## src/gos_pkg.sv

```systemverilog
package gos_pkg;

   localparam int MAX_LIST_DEF    = 64;
   localparam int LABEL_WIDTH_DEF = 16;

   localparam int KIND_WIDTH  = 3;
   localparam int VALUE_WIDTH = 16;
   localparam int SCORE_WIDTH = 17;
   localparam int COUNT_WIDTH = 7;
   localparam int FRAC_BITS   = 16;
   localparam int QUEUE_DEPTH = 4;

   localparam logic [KIND_WIDTH-1:0] KIND_NODE_A  = 3'd0;
   localparam logic [KIND_WIDTH-1:0] KIND_NODE_B  = 3'd1;
   localparam logic [KIND_WIDTH-1:0] KIND_EDGE_A  = 3'd2;
   localparam logic [KIND_WIDTH-1:0] KIND_EDGE_B  = 3'd3;
   localparam logic [KIND_WIDTH-1:0] KIND_COMPUTE = 3'd4;

   localparam logic [SCORE_WIDTH-1:0] THRESH_RESET = 17'd52429;

   typedef struct packed {
      logic                   is_compute;
      logic [1:0]             list_sel;
      logic [VALUE_WIDTH-1:0] value;
   } q_word_type;

   typedef struct packed {
      logic       valid;
      q_word_type word;
   } q_push_type;

   typedef struct packed {
      logic       valid;
      q_word_type word;
   } q_pop_type;

endpackage

```

## src/gos_queue.sv

```systemverilog
module gos_queue (
   input  logic                clock,
   input  logic                reset,
   input  gos_pkg::q_push_type push,
   input  logic                pop_en,
   output logic                full,
   output gos_pkg::q_pop_type  pop
);
   import gos_pkg::*;

   localparam int PW = $clog2(QUEUE_DEPTH);
   localparam int CW = $clog2(QUEUE_DEPTH + 1);

   q_word_type    mem_ff [QUEUE_DEPTH];
   logic [PW-1:0] wr_ptr_ff, wr_ptr_in;
   logic [PW-1:0] rd_ptr_ff, rd_ptr_in;
   logic [CW-1:0] count_ff, count_in;
   logic          do_push;
   logic          do_pop;

   assign full    = (count_ff == CW'(QUEUE_DEPTH));
   assign do_push = push.valid && !full;
   assign do_pop  = pop_en && (count_ff != '0);

   always_comb begin
      wr_ptr_in = do_push ? wr_ptr_ff + 1'b1 : wr_ptr_ff;
      rd_ptr_in = do_pop ? rd_ptr_ff + 1'b1 : rd_ptr_ff;
      count_in  = count_ff;
      if (do_push && !do_pop) begin
         count_in = count_ff + 1'b1;
      end else if (!do_push && do_pop) begin
         count_in = count_ff - 1'b1;
      end
   end

   always_ff @(posedge clock) begin
      if (reset) begin
         wr_ptr_ff <= '0;
         rd_ptr_ff <= '0;
         count_ff  <= '0;
      end else begin
         wr_ptr_ff <= wr_ptr_in;
         rd_ptr_ff <= rd_ptr_in;
         count_ff  <= count_in;
      end
   end

   always_ff @(posedge clock) begin
      if (do_push) begin
         mem_ff[wr_ptr_ff] <= push.word;
      end
   end

   assign pop.valid = (count_ff != '0);
   assign pop.word  = mem_ff[rd_ptr_ff];
endmodule

```

## config.mk

```make
export PLATFORM = sky130hd
export DESIGN_NAME = gos_queue
export DESIGN_NICKNAME = d
export VERILOG_FILES = /design/src/gos_pkg.sv /design/src/gos_queue.sv
export SDC_FILE = /design/constraint.sdc
export NUM_CORES = 1
export LEC_CHECK = 0
export ABC_CLOCK_PERIOD_IN_PS = 3000
export BUFFER_PORTS_ARGS = -buffer_cell sky130_fd_sc_hd__buf_2
export CAP_MARGIN = 5
export CORE_ASPECT_RATIO = 0.5
export CORE_MARGIN = 10
export CORE_UTILIZATION = 35
export CTS_CLUSTER_DIAMETER = 120
export DETAILED_ROUTE_END_ITERATION = 10
export PLACE_DENSITY_LB_ADDON = 0.08
export SETUP_SLACK_MARGIN = 0.02
export SLEW_MARGIN = 20
export SYNTH_ARGS = -nofsm -noshare
export SYNTH_HDL_FRONTEND = slang
export SYNTH_SLANG_ARGS = --single-unit
```

## constraint.sdc

```tcl
create_clock -name clock -period 3 [get_ports clock]
set_clock_uncertainty 0.15 [all_clocks]
set_input_delay 0.45 -clock clock [delete_from_list [all_inputs] [get_ports clock]]
set_output_delay 0.45 -clock clock [all_outputs]
set_load 0.01 [all_outputs]
```

==> run_results.csv <==
group,metric,value,unit
run_status,status,"complete, no violations",
logic_synthesis,netlist_top_cells_area,"edfxtp_1, mux4_2, dfxtp_1, ha_1, mux4_1",
hold_path,whs_path_depth,1,
global_route,antenna_found_initial,0,
floorplan,dieArea,13700,µm²
hold_path,hold_class,"input port to register",
worst_setup_path,worstSetupPathType,"register to register",
routing,drt-total-wl,5600,µm
routing,drt_iter0_drc,59,
global_route,grt_max_degree,20,
power,powerDensity,844,nW/µm²
worst_setup_path,reg2reg_setup_slack,0.57,ns
power,power.total,3.27,mW
global_route,grt_overflow,0,
worst_setup_path,crit_buf_inv,1,
global_route,grt_pass1_wl,9120,µm
logic_synthesis,syn_nets,176,
cts,cts_sinks,85,
worst_setup_path,critPathTopFamily,"simple AND/OR/NAND/NOR gates",
worst_setup_path,crit_path_start_kind,"register",
timing,rsz0062_at_grt,"false",
routing,antenna_left,0,
worst_setup_path,crit_slowest_cell,"dfxtp_1",
routing,routedWlPerCell,17.3,µm
placed_design,hpwl,3510,µm
power,leakage,1.35,nW
logic_synthesis,synth_cell_types,22,
placed_design,dp_cells,308,
timing,relSlewSlack,0.734,
cells_and_area,layout-drive-gt1-share,0.388,
floorplan,initial_core_util,0.366,
placed_design,place_ws,0.579,ns
worst_setup_path,cp.required,3.11,ns
logic_synthesis,yosys.area.top_type,"edfxtp_1",
timing,hold_viol,0,
global_route,grt_pass1_vias,1633,
worst_setup_path,crit_cells,8,
routing,drt_first_pass_iters,3,
routing,drc,0,
cts,clk_pin_slew_worst_paths,0.06,ns
floorplan,fp.dieW,156,µm
global_route,use_met3,0.0411,
global_route,grt.total_usage,0.0896,
logic_synthesis,synth_edf_count,76,
timing,setup_tns,0,ns
floorplan,core,8830,µm²
floorplan,ioPinCount,44,
logic_synthesis,yosysWarnings,0,
floorplan,fp.dieH,87.9,µm
hold_path,min_from,"push[12]",
logic_synthesis,yosysTopAreaCellShare,0.707,
power,irDropWorstVdd,384,µV
worst_setup_path,end_kind,"register",
cts,h-tree-depth,3,
timing,worst_pin_slew,0.397,ns
job,cap_violations,0,
cts,numCtsBuffers,9,
timing,maxSlewViolCount,0,
worst_setup_path,crit_fanout,6,
logic_synthesis,yosysMostFrequentCell,"edfxtp_1",
logic_synthesis,synth.top_cells.by_count,"edfxtp_1, mux4_2, dfxtp_1",
worst_setup_path,path_cells,"nor3b_2 > nor2_1 > ha_1 > inv_1 > fa_1 > xor2_1 > or3_1 > a21oi_1",
routing,viasPerCell,4.54,
worst_setup_path,arrival,2.55,ns
placed_design,gp_congestion,0.695,
cells_and_area,final-instance-count-excl-fill,323,
cts,clk_latency,0.33,ns
cells_and_area,final_nets,231,
timing,fin_hold_ws,0.185,ns
cts,cts_tree,"yes",
timing,worst_slack,0.565,ns
logic_synthesis,synth-seq-cells,85,
timing,fmax,411,MHz
timing,setup_violations,0,
cts,cts_hold_buffers,0,
floorplan,rows,24,
global_route,busiest_layer,"met2",
cts,cts_setup_buffers,0,
logic_synthesis,async_flop_share,0,
global_route,use_met1,0.112,
cells_and_area,synthToLayoutAreaGrowth,19.9,%
cells_and_area,stdcell_area,3870,µm²
hold_path,whs_endpoint,"mem_ff[3][12]$_DFFE_PP_",
logic_synthesis,yosysSeqAreaShare,0.763,
routing,vias,1465,
worst_setup_path,r2r-start,"count_ff[0]$_SDFFE_PP0P_",
worst_setup_path,cp-startpoint,"count_ff[0]$_SDFFE_PP0P_",
logic_synthesis,syn_area,3230,µm²
worst_setup_path,worstReg2RegEnd,"count_ff[2]$_SDFFE_PP0P_",
placed_design,io_buffers,43,
cells_and_area,diodes,0,
worst_setup_path,r2r_cells,8,
cts,post_cts_resize_count,0,
global_route,gr-usage-met2,0.134,
placed_design,placed_area,3590,µm²
logic_synthesis,avgSynthCellArea,22.0,µm²
worst_setup_path,cp_slowest_stage_delay,0.48,ns
cts,clock-root-buffer,"clkbuf_16",
cts,cts_max_path_buffers,2,
cells_and_area,fin_util,0.438,
logic_synthesis,syn_inst,147,
logic_synthesis,synth_top_flop_cell,"edfxtp_1",
timing,period_share,0.812,
timing,min_period,2.43,ns
[layout make-up]
cell class / count / area (µm²)
Clock buffer: 10 / 229
Clock inverter: 5 / 52.6
Fill cell: 784 / 4960
Inverter: 4 / 15.0
Multi-Input combinational cell: 53 / 706
Sequential cell: 85 / 2460
Tap cell: 117 / 146
Timing Repair Buffer: 49 / 260
[per-layer routing]
metal,up-vias,wire length (µm),part of all wire
met4,0,73,0.013
met5,-,0,0
li1,706,-,-
met3,8,294,0.053
met1,720,2530,0.45
met2,31,2700,0.48
[state kept, by name (all words and copies together) (netlist names), named ones only]
register and flops:
wr_ptr_ff 2, mem_ff 76, count_ff 3, rd_ptr_ff 2
[worst max-delay path by stage]
stage,to
after floorplan,count_ff[2]$_SDFFE_PP0P_
after global placement,count_ff[2]$_SDFFE_PP0P_
after detailed placement,count_ff[2]$_SDFFE_PP0P_
after CTS,count_ff[2]$_SDFFE_PP0P_
after global routing,count_ff[2]$_SDFFE_PP0P_
final,count_ff[2]$_SDFFE_PP0P_
[cells by family (layout without fill, tap and decap cells)]
group / count (synthesis) / in the layout / share of synthesized area
adders and majority gates: 6 / 6 / 0.0256
muxes: 21 / 21 / 0.141
DFF: 85 / 85 / 0.763
AOI/OAI and AO/OA: 6 / 6 / 0.0128
xor gates and xnor gates: 4 / 4 / 0.0109
buffers and inverters: 9 / 68 / 0.0186
and+or+nand+nor: 16 / 16 / 0.0283
[layout by cell type (no fill, tap or decap), types with 3 or more instances in the layout]
cell type and n:
dfxtp_1 9, buf_4 6, mux4_2 17, edfxtp_1 76, or3_1 3, xor2_1 4
buf_2 43, and2_1 4, clkbuf_16 9, nor2_1 6, ha_1 5, inv_1 4
[report_power, final]
group | switching, mW | internal, mW | total [mW]
clock | 0.400 | 0.634 | 1.03
combinational | 0.380 | 0.369 | 0.749
sequential | 0.0545 | 1.43 | 1.48
total | 0.835 | 2.43 | 3.27
[worst register-to-register path: stages, from the launching register on]
cell	delay, ns
dfxtp_1	0.48
nor3b_2	0.10
nor2_1	0.33
ha_1	0.26
inv_1	0.06
fa_1	0.37
xor2_1	0.18
or3_1	0.30
a21oi_1	0.13
No activity file was read; power rests on OpenSTA's default activity.
